**src/rtl/fss_pkg.sv**
```systemverilog
// ----------------------------------------------------------------------------
// fss_pkg
// Shared types, constants and helpers of the field splitter with strip.
// ----------------------------------------------------------------------------
`default_nettype none

package fss_pkg;

	localparam int unsigned MAX_TEXT_LEN_DEF = 65535;
	localparam int unsigned QUEUE_DEPTH      = 4;
	localparam int          CFG_IDX_W        = 3;
	localparam int          CFG_DATA_W       = 64;
	localparam int          POS_W            = 16;

	localparam logic [CFG_IDX_W-1:0] REG_SPLIT_SET_LOW  = 3'd0;
	localparam logic [CFG_IDX_W-1:0] REG_SPLIT_SET_HIGH = 3'd1;
	localparam logic [CFG_IDX_W-1:0] REG_STRIP_SET_LOW  = 3'd2;
	localparam logic [CFG_IDX_W-1:0] REG_STRIP_SET_HIGH = 3'd3;
	localparam logic [CFG_IDX_W-1:0] REG_KEEP_EMPTY     = 3'd4;

	typedef struct packed {
		logic             has_field;
		logic [POS_W-1:0] offset;
		logic [POS_W-1:0] length;
		logic             final_item;
	} fss_res_t;

	typedef struct packed {
		fss_res_t r0;
		fss_res_t r1;
		logic     two;
	} fss_entry_t;

	// length of a kept span, saturating at the field width
	function automatic logic [POS_W-1:0] span_len(input logic [POS_W-1:0] first,
		input logic [POS_W-1:0] last);
		logic [POS_W:0] d;
		d = {1'b0, last} - {1'b0, first} + {{POS_W{1'b0}}, 1'b1};
		return d[POS_W] ? {POS_W{1'b1}} : d[POS_W-1:0];
	endfunction

endpackage

`default_nettype wire

```
**src/rtl/fss_front.sv**
```systemverilog
// ----------------------------------------------------------------------------
// fss_front
// Holds configuration and field tracking state, classifies each byte and
// builds the result entry that the byte causes.
// ----------------------------------------------------------------------------
`default_nettype none

module fss_front #(
	parameter int unsigned MAX_TEXT_LEN = fss_pkg::MAX_TEXT_LEN_DEF
) (
	input  wire logic                           clk,
	input  wire logic                           arst_n,
	input  wire logic                           cfg_valid,
	output logic                                cfg_ready,
	input  wire logic [fss_pkg::CFG_IDX_W-1:0]  cfg_index,
	input  wire logic [fss_pkg::CFG_DATA_W-1:0] cfg_data,
	input  wire logic                           in_valid,
	output logic                                in_stall,
	input  wire logic [7:0]                     text_byte,
	input  wire logic                           end_of_text,
	input  wire logic                           q_full,
	output logic                                push,
	output fss_pkg::fss_entry_t                 push_entry
);
	import fss_pkg::*;

	localparam logic [POS_W-1:0] POS_CAP =
		(MAX_TEXT_LEN < 65535) ? POS_W'(MAX_TEXT_LEN) : {POS_W{1'b1}};

	logic [63:0]      split_lo_q, split_hi_q, strip_lo_q, strip_hi_q;
	logic             keep_q;
	logic [POS_W-1:0] pos_q, begin_q, first_q, last_q;
	logic             seen_q;

	logic             accept, is_sep, is_strip, a_emit, b_emit;
	logic [POS_W-1:0] pos_inc, nbegin, nfirst, nlast;
	logic             nseen;
	fss_res_t         res_a, res_b, res_end, res_0;

	assign cfg_ready = 1'b1;
	assign in_stall  = q_full;
	assign accept    = in_valid && !in_stall;

	always_ff @(posedge clk or negedge arst_n) begin
		if (!arst_n) begin
			split_lo_q <= '0;
			split_hi_q <= '0;
			strip_lo_q <= '0;
			strip_hi_q <= '0;
			keep_q     <= 1'b1;
		end else if (cfg_valid && cfg_ready) begin
			unique case (cfg_index)
				REG_SPLIT_SET_LOW:  split_lo_q <= cfg_data;
				REG_SPLIT_SET_HIGH: split_hi_q <= cfg_data;
				REG_STRIP_SET_LOW:  strip_lo_q <= cfg_data;
				REG_STRIP_SET_HIGH: strip_hi_q <= cfg_data;
				REG_KEEP_EMPTY:     keep_q     <= cfg_data[0];
				default: ;
			endcase
		end
	end

	always_comb begin
		is_sep   = !text_byte[7] && (text_byte[6] ? split_hi_q[text_byte[5:0]]
			: split_lo_q[text_byte[5:0]]);
		is_strip = !text_byte[7] && (text_byte[6] ? strip_hi_q[text_byte[5:0]]
			: strip_lo_q[text_byte[5:0]]);
		pos_inc  = (pos_q < POS_CAP) ? pos_q + 1'b1 : POS_CAP;

		nbegin = begin_q;
		nfirst = first_q;
		nlast  = last_q;
		nseen  = seen_q;
		if (is_sep) begin
			nbegin = pos_inc;
			nseen  = 1'b0;
		end else if (!is_strip) begin
			if (!seen_q) begin
				nfirst = pos_q;
			end
			nlast = pos_q;
			nseen = 1'b1;
		end

		// field closed by a separator, from the state before this byte
		a_emit           = is_sep && (seen_q || keep_q);
		res_a.has_field  = 1'b1;
		res_a.offset     = seen_q ? first_q : begin_q;
		res_a.length     = seen_q ? span_len(first_q, last_q) : '0;
		res_a.final_item = 1'b0;

		// field closed by the end of the string
		b_emit           = end_of_text && (nseen || keep_q);
		res_b.has_field  = 1'b1;
		res_b.offset     = nseen ? nfirst : nbegin;
		res_b.length     = nseen ? span_len(nfirst, nlast) : '0;
		res_b.final_item = 1'b1;

		res_end            = '0;
		res_end.final_item = 1'b1;

		res_0            = a_emit ? res_a : (b_emit ? res_b : res_end);
		res_0.final_item = end_of_text && !(a_emit && b_emit);

		push_entry.r0  = res_0;
		push_entry.r1  = res_b;
		push_entry.two = a_emit && b_emit;
		push           = accept && (a_emit || end_of_text);
	end

	always_ff @(posedge clk or negedge arst_n) begin
		if (!arst_n) begin
			pos_q   <= '0;
			begin_q <= '0;
			first_q <= '0;
			last_q  <= '0;
			seen_q  <= 1'b0;
		end else if (accept) begin
			if (end_of_text) begin
				pos_q   <= '0;
				begin_q <= '0;
				first_q <= '0;
				last_q  <= '0;
				seen_q  <= 1'b0;
			end else begin
				pos_q   <= pos_inc;
				begin_q <= nbegin;
				first_q <= nfirst;
				last_q  <= nlast;
				seen_q  <= nseen;
			end
		end
	end

	a_last_pushes: assert property (@(posedge clk) disable iff (!arst_n)
		(accept && end_of_text) |-> push)
		else $error("end of string accepted without a result entry");

	a_last_clears: assert property (@(posedge clk) disable iff (!arst_n)
		(accept && end_of_text) |=> (pos_q == '0 && !seen_q))
		else $error("tracking state not cleared after end of string");

endmodule

`default_nettype wire

```
**src/rtl/fss_queue.sv**
```systemverilog
// ----------------------------------------------------------------------------
// fss_queue
// Short queue of result entries between the front and back parts.
// ----------------------------------------------------------------------------
`default_nettype none

module fss_queue (
	input  wire logic                clk,
	input  wire logic                arst_n,
	input  wire logic                push,
	input  wire fss_pkg::fss_entry_t push_entry,
	input  wire logic                pop,
	output fss_pkg::fss_entry_t      head,
	output logic                     full,
	output logic                     empty
);
	import fss_pkg::*;

	localparam int AW = $clog2(QUEUE_DEPTH);
	localparam int CW = $clog2(QUEUE_DEPTH + 1);

	fss_entry_t      mem_q [QUEUE_DEPTH];
	logic [AW-1:0]   wr_q, rd_q;
	logic [CW-1:0]   cnt_q;

	assign full  = (cnt_q == CW'(QUEUE_DEPTH));
	assign empty = (cnt_q == '0);
	assign head  = mem_q[rd_q];

	always_ff @(posedge clk) begin
		if (push) begin
			mem_q[wr_q] <= push_entry;
		end
	end

	always_ff @(posedge clk or negedge arst_n) begin
		if (!arst_n) begin
			wr_q  <= '0;
			rd_q  <= '0;
			cnt_q <= '0;
		end else begin
			if (push) begin
				wr_q <= (wr_q == AW'(QUEUE_DEPTH - 1)) ? '0 : wr_q + 1'b1;
			end
			if (pop) begin
				rd_q <= (rd_q == AW'(QUEUE_DEPTH - 1)) ? '0 : rd_q + 1'b1;
			end
			if (push && !pop) begin
				cnt_q <= cnt_q + 1'b1;
			end else if (pop && !push) begin
				cnt_q <= cnt_q - 1'b1;
			end
		end
	end

	a_no_overflow: assert property (@(posedge clk) disable iff (!arst_n)
		push |-> !full)
		else $error("push into full queue");

	a_no_underflow: assert property (@(posedge clk) disable iff (!arst_n)
		pop |-> !empty)
		else $error("pop from empty queue");

endmodule

`default_nettype wire

```
**src/rtl/fss_back.sv**
```systemverilog
// ----------------------------------------------------------------------------
// fss_back
// Drains queue entries one result at a time into the output register.
// ----------------------------------------------------------------------------
`default_nettype none

module fss_back (
	input  wire logic                clk,
	input  wire logic                arst_n,
	input  wire fss_pkg::fss_entry_t head,
	input  wire logic                empty,
	output logic                     pop,
	output logic                     out_valid,
	input  wire logic                out_stall,
	output logic                     has_field,
	output logic [15:0]              field_offset,
	output logic [15:0]              field_length,
	output logic                     final_item
);
	import fss_pkg::*;

	logic     valid_q, idx_q, load;
	fss_res_t res_q;

	assign load = !empty && (!valid_q || !out_stall);
	assign pop  = load && (!head.two || idx_q);

	always_ff @(posedge clk or negedge arst_n) begin
		if (!arst_n) begin
			valid_q <= 1'b0;
			idx_q   <= 1'b0;
		end else begin
			if (load) begin
				valid_q <= 1'b1;
				idx_q   <= head.two && !idx_q;
			end else if (!out_stall) begin
				valid_q <= 1'b0;
			end
		end
	end

	always_ff @(posedge clk) begin
		if (load) begin
			res_q <= idx_q ? head.r1 : head.r0;
		end
	end

	assign out_valid    = valid_q;
	assign has_field    = res_q.has_field;
	assign field_offset = res_q.offset;
	assign field_length = res_q.length;
	assign final_item   = res_q.final_item;

	a_second_half: assert property (@(posedge clk) disable iff (!arst_n)
		idx_q |-> (!empty && head.two))
		else $error("second result pending without a two-result entry");

endmodule

`default_nettype wire

```
**src/rtl/field_splitter_with_strip_core.sv**
```systemverilog
// ----------------------------------------------------------------------------
// field_splitter_with_strip_core
// Streaming field tokenizer: splits a byte string at separator characters
// and reports each field trimmed of strip characters as offset and length.
// ----------------------------------------------------------------------------
// path: a byte's entry goes into the queue, then into the output register
// throughput: one byte per cycle unless the queue is full; the output moves
//   one result per cycle unless stalled; two-field bytes give results in turn
// a four-entry queue between classifier and output lets both sides stall apart
// reset clears tracking state, queue and output valid; keep_empty resets to 1
`default_nettype none

module field_splitter_with_strip_core #(
	parameter int unsigned MAX_TEXT_LEN = fss_pkg::MAX_TEXT_LEN_DEF
) (
	input  wire logic                           clk,
	input  wire logic                           arst_n,
	input  wire logic                           cfg_valid,
	output logic                                cfg_ready,
	input  wire logic [fss_pkg::CFG_IDX_W-1:0]  cfg_index,
	input  wire logic [fss_pkg::CFG_DATA_W-1:0] cfg_data,
	input  wire logic                           in_valid,
	output logic                                in_stall,
	input  wire logic [7:0]                     text_byte,
	input  wire logic                           end_of_text,
	output logic                                out_valid,
	input  wire logic                           out_stall,
	output logic                                has_field,
	output logic [15:0]                         field_offset,
	output logic [15:0]                         field_length,
	output logic                                final_item
);
	import fss_pkg::*;

	logic       push, pop, q_full, q_empty;
	fss_entry_t push_entry, head;

	fss_front #(
		.MAX_TEXT_LEN(MAX_TEXT_LEN)
	) u_front (
		.clk        (clk),
		.arst_n     (arst_n),
		.cfg_valid  (cfg_valid),
		.cfg_ready  (cfg_ready),
		.cfg_index  (cfg_index),
		.cfg_data   (cfg_data),
		.in_valid   (in_valid),
		.in_stall   (in_stall),
		.text_byte  (text_byte),
		.end_of_text(end_of_text),
		.q_full     (q_full),
		.push       (push),
		.push_entry (push_entry)
	);

	fss_queue u_queue (
		.clk       (clk),
		.arst_n    (arst_n),
		.push      (push),
		.push_entry(push_entry),
		.pop       (pop),
		.head      (head),
		.full      (q_full),
		.empty     (q_empty)
	);

	fss_back u_back (
		.clk         (clk),
		.arst_n      (arst_n),
		.head        (head),
		.empty       (q_empty),
		.pop         (pop),
		.out_valid   (out_valid),
		.out_stall   (out_stall),
		.has_field   (has_field),
		.field_offset(field_offset),
		.field_length(field_length),
		.final_item  (final_item)
	);

endmodule

`default_nettype wire
```
**config.mk**
```make
export PLATFORM = sky130hd
export DESIGN_NAME = field_splitter_with_strip_core
export DESIGN_NICKNAME = d
export VERILOG_FILES = /design/src/rtl/fss_pkg.sv /design/src/rtl/fss_front.sv /design/src/rtl/fss_queue.sv /design/src/rtl/fss_back.sv /design/src/rtl/field_splitter_with_strip_core.sv
export SDC_FILE = /design/constraint.sdc
export NUM_CORES = 1
export LEC_CHECK = 0
export ABC_AREA = 0
export BUFFER_PORTS_ARGS = -buffer_cell sky130_fd_sc_hd__buf_2
export CORE_UTILIZATION = 45
export DETAILED_ROUTE_END_ITERATION = 10
export PLACE_DENSITY = 0.6
export SKIP_CTS_REPAIR_TIMING = 1
export SLEW_MARGIN = 40
export SYNTH_ARGS = -nofsm -noshare
export SYNTH_HDL_FRONTEND = slang
export SYNTH_SLANG_ARGS = --single-unit
```
**constraint.sdc**
```tcl
create_clock -name clk -period 17.5 [get_ports clk]
set_input_delay 1.75 -clock clk [delete_from_list [all_inputs] [get_ports clk]]
set_output_delay 1.75 -clock clk [all_outputs]
set_load 0.01 [all_outputs]
```
==> results.toml <==
[global_routing]
grt_overflow = 0
grt_pass1_wl_um = 109000
antenna_found_initial = 2
grt_pass1_vias = 18613
grt_max_degree = 83
grtUsageTotal_pct = 21.2

[worst_setup_path]
path_delay_family = "compound AO/OA/AOI/OAI gates"
cp_slowest_stage_delay_ns = 0.59
path_max_fanout = 48
cp_num_buf_inv = 4
cp-end-kind = "register"
rr_startpoint = "u_front.strip_hi_q[21]$_DFFE_PN0P_"
reg2reg_to = "u_queue.mem_q[1][49]$_DFFE_PP_"
crit_type = "in2reg"
cpMaxStageDelayCell = "mux4_2"
startpoint_type = "primary input"
path_cells = "buf_4, buf_6, mux4_2, a22oi_1, nand2_1, mux4_2, a32o_1, buf_4, nor3_4, mux2_2, ha_1, inv_1, ha_1, fa_1, a21o_1, a21oi_1, o21bai_1, a31o_2, a221oi_1, nor3b_1, a2111oi_0, o22ai_1"
r2r_slack_ns = 10.97
worstPathArrival_ns = 8.47
required_ns = 17.80
ff2ff_path_depth = 20

[clocking]
root_buffer = "clkbuf_16"
cts_tree = "built"
cts.sinks = 633
clockBufferDepth = 3
h-tree-depth = 3
insertion_delay_ns = 0.61
cts_made_buffers = 70
clkTransAtPathRegs_ns = 0.06

[cells_and_area]
final_common_cell = "dfrtp_1"
diodes = 0
syn2layout_area_growth_pct = 12.2
final_util_pct = 51.4
layout.nets = 2298
postLayoutCellArea_um2 = 33300
layout-drive-gt1-share_pct = 30.5
final_cell_mix = "dfrtp_1, edfxtp_1, mux2_2"

[floorplanning]
die_y_um = 259
rows = 93
start_util_pct = 45.8
die-area_um2 = 66900
pin_count = 118
core_area_um2 = 64800
die_x_um = 259

[yosys]
synthDistinctLibCells = 74
syn_area_per_cell_um2 = 14.3
synth_cells = 2078
synthesis.area_um2 = 29700
async_flop_share_pct = 52.3
synth_enable_flop_cells = 302
ys_seq_area_share_pct = 58.5
synthesis.nets = 2221
synth_flop_cell = "dfrtp_1"
yosys_warnings = 0
ys_seq_elements = 633

[run_status]
status = "finished clean"

[place]
pre_cts_slack_ns = 8.47
numPortBuffers = 116
hpwl_um = 45900
placed_area_um2 = 31000
gp_congestion = 0.876

[route]
drtPass1Iterations = 5
drc = 0
routed_wl_um = 69400
routed_via_density = 5.77
ant_nets = 0
num_vias = 17654
drt-initial-drc-count = 1193
wl_per_cell_um = 22.7

[timing]
grt_setup_unrepaired = "false"
hold_violations = 0
worstMarginPinSlew_ns = 0.812
final_max_slew_viol_count = 0
setup_viol = 0
finalWorstSetupSlack_ns = 9.33
finalCritPeriodShare_pct = 46.7
post-route-min-period_ns = 8.17
max_freq_mhz = 122
clock_skew_ns = 0.0276
finalSetupTns_ns = 0
maxSlewHeadroom_pct = 45.9

[flow_run]
maxCapViolCount = 0

[power_and_ir_drop]
p_leak_uw = 0.0131
p_per_area_nw_per_um2 = 148
ir_drop_mv = 0.0835

[hold_path]
hold_path_end = "u_queue.cnt_q[2]$_DFFE_PN0P_"
min_path_type = "reg2reg"
hold_path_depth = 1
holdCritStartpoint = "u_queue.cnt_q[2]$_DFFE_PN0P_"
-- synth_stat cells, types with 6 or more instances --
cell / count / area share [%]
a21boi_0: 18 / 0.46
a21o_1: 10 / 0.25
a21oi_1: 67 / 1.1
a22o_1: 39 / 1.2
a22oi_1: 26 / 0.66
and2_1: 10 / 0.21
buf_1: 19 / 0.24
buf_2: 15 / 0.25
clkbuf_1: 95 / 1.2
dfrtp_1: 330 / 28
edfxtp_1: 302 / 31
ha_1: 59 / 2.5
inv_1: 41 / 0.52
mux2_2: 264 / 10
mux2i_1: 51 / 1.7
mux4_2: 125 / 9.5
nand2_1: 179 / 2.3
nand2b_1: 15 / 0.32
nand3_1: 28 / 0.47
nor2_1: 99 / 1.3
nor2b_1: 19 / 0.40
nor3_1: 20 / 0.34
nor3b_1: 6 / 0.15
o21a_1: 19 / 0.48
o21ai_0: 25 / 0.42
o22a_1: 6 / 0.18
o22ai_1: 33 / 0.70
o2bb2ai_1: 13 / 0.38
or2_2: 6 / 0.13
xnor2_1: 19 / 0.56
xor2_1: 32 / 0.94
-- state kept, by name, indices dropped and copies added, names as in the netlist, 2 cells and up --
| register | flops |
|---|---|
| u_queue.cnt_q | 3 |
| u_back.field_offset | 16 |
| u_front.last_q | 16 |
| u_front.begin_q | 16 |
| u_queue.rd_q | 2 |
| u_front.strip_lo_q | 64 |
| u_queue.mem_q | 268 |
| u_back.field_length | 16 |
| u_front.first_q | 16 |
| u_front.pos_q | 16 |
| u_front.strip_hi_q | 64 |
| u_queue.wr_q | 2 |
| u_front.split_lo_q | 64 |
| u_front.split_hi_q | 64 |
-- where the power goes --
group          internal [µW]  total, µW  switching [µW]
clock                    836       1420             583
combinational            593       1350             758
sequential              1990       2150             158
total                   3420       4920            1500
-- kinds of logic (layout without fill, tap and decap cells) --
group           after synthesis  after routing  synth area share (%)
xor+xnor                     51             51                  1.51
fa+ha+maj                    62             62                  2.69
compound gates              304            304                  7.22
mux                         440            440                  21.2
other cells                   1              1                0.0126
simple gates                404            404                  6.15
buf+inv                     183            312                  2.68
flops                       633            633                  58.5
-- how the worst max path moves through the flow --
stage / start / end / slack, ns / depth (start not counted)
3_5_place_dp: text_byte[0] / u_queue.mem_q[1][49]$_DFFE_PP_ / 8.47 / 22
4_1_cts: text_byte[0] / u_queue.mem_q[0][49]$_DFFE_PP_ / 9.11 / 22
3_3_place_gp: text_byte[0] / u_queue.mem_q[0][49]$_DFFE_PP_ / 8.57 / 22
5_1_grt: text_byte[0] / u_queue.mem_q[1][49]$_DFFE_PP_ / 8.72 / 22
2_1_floorplan: text_byte[0] / u_queue.mem_q[0][49]$_DFFE_PP_ / 10.10 / 23
6_report: text_byte[0] / u_queue.mem_q[1][49]$_DFFE_PP_ / 9.33 / 22
-- per-layer routing --
| layer | global-route usage (%) | up-vias | wire (µm) | share of wire, % |
|---|---|---|---|---|
| met2 | 37.5 | 347 | 36300 | 52 |
| met3 | 3.38 | 111 | 2530 | 3.6 |
| met5 | 0 | - | 26 | 0.037 |
| li1 | - | 7971 | - | - |
| met1 | 26.7 | 9221 | 28600 | 41 |
| met4 | 6.67 | 4 | 1870 | 2.7 |
-- through the flow --
stage | hold WS [ns] | total power, µW | instances
after floorplan | 0.456 | 3100 | 2078
after global placement | 0.474 | 3500 | 2935
after CTS | 0.486 | 4990 | 3062
final | 0.483 | 4920 | 3062
after detailed placement | 0.474 | 3550 | 2938
after global routing | 0.509 | 5180 | 3062
-- cell type report --
cell class,instances,area (µm²)
Tap cell,855,1070
Fill cell,5508,31500
Clock buffer,108,2090
Sequential cell,633,17400
Inverter,43,161
Timing Repair Buffer,145,892
Clock inverter,16,134
Multi-Input combinational cell,1262,11600
Power figures use the tool's default switching activity.
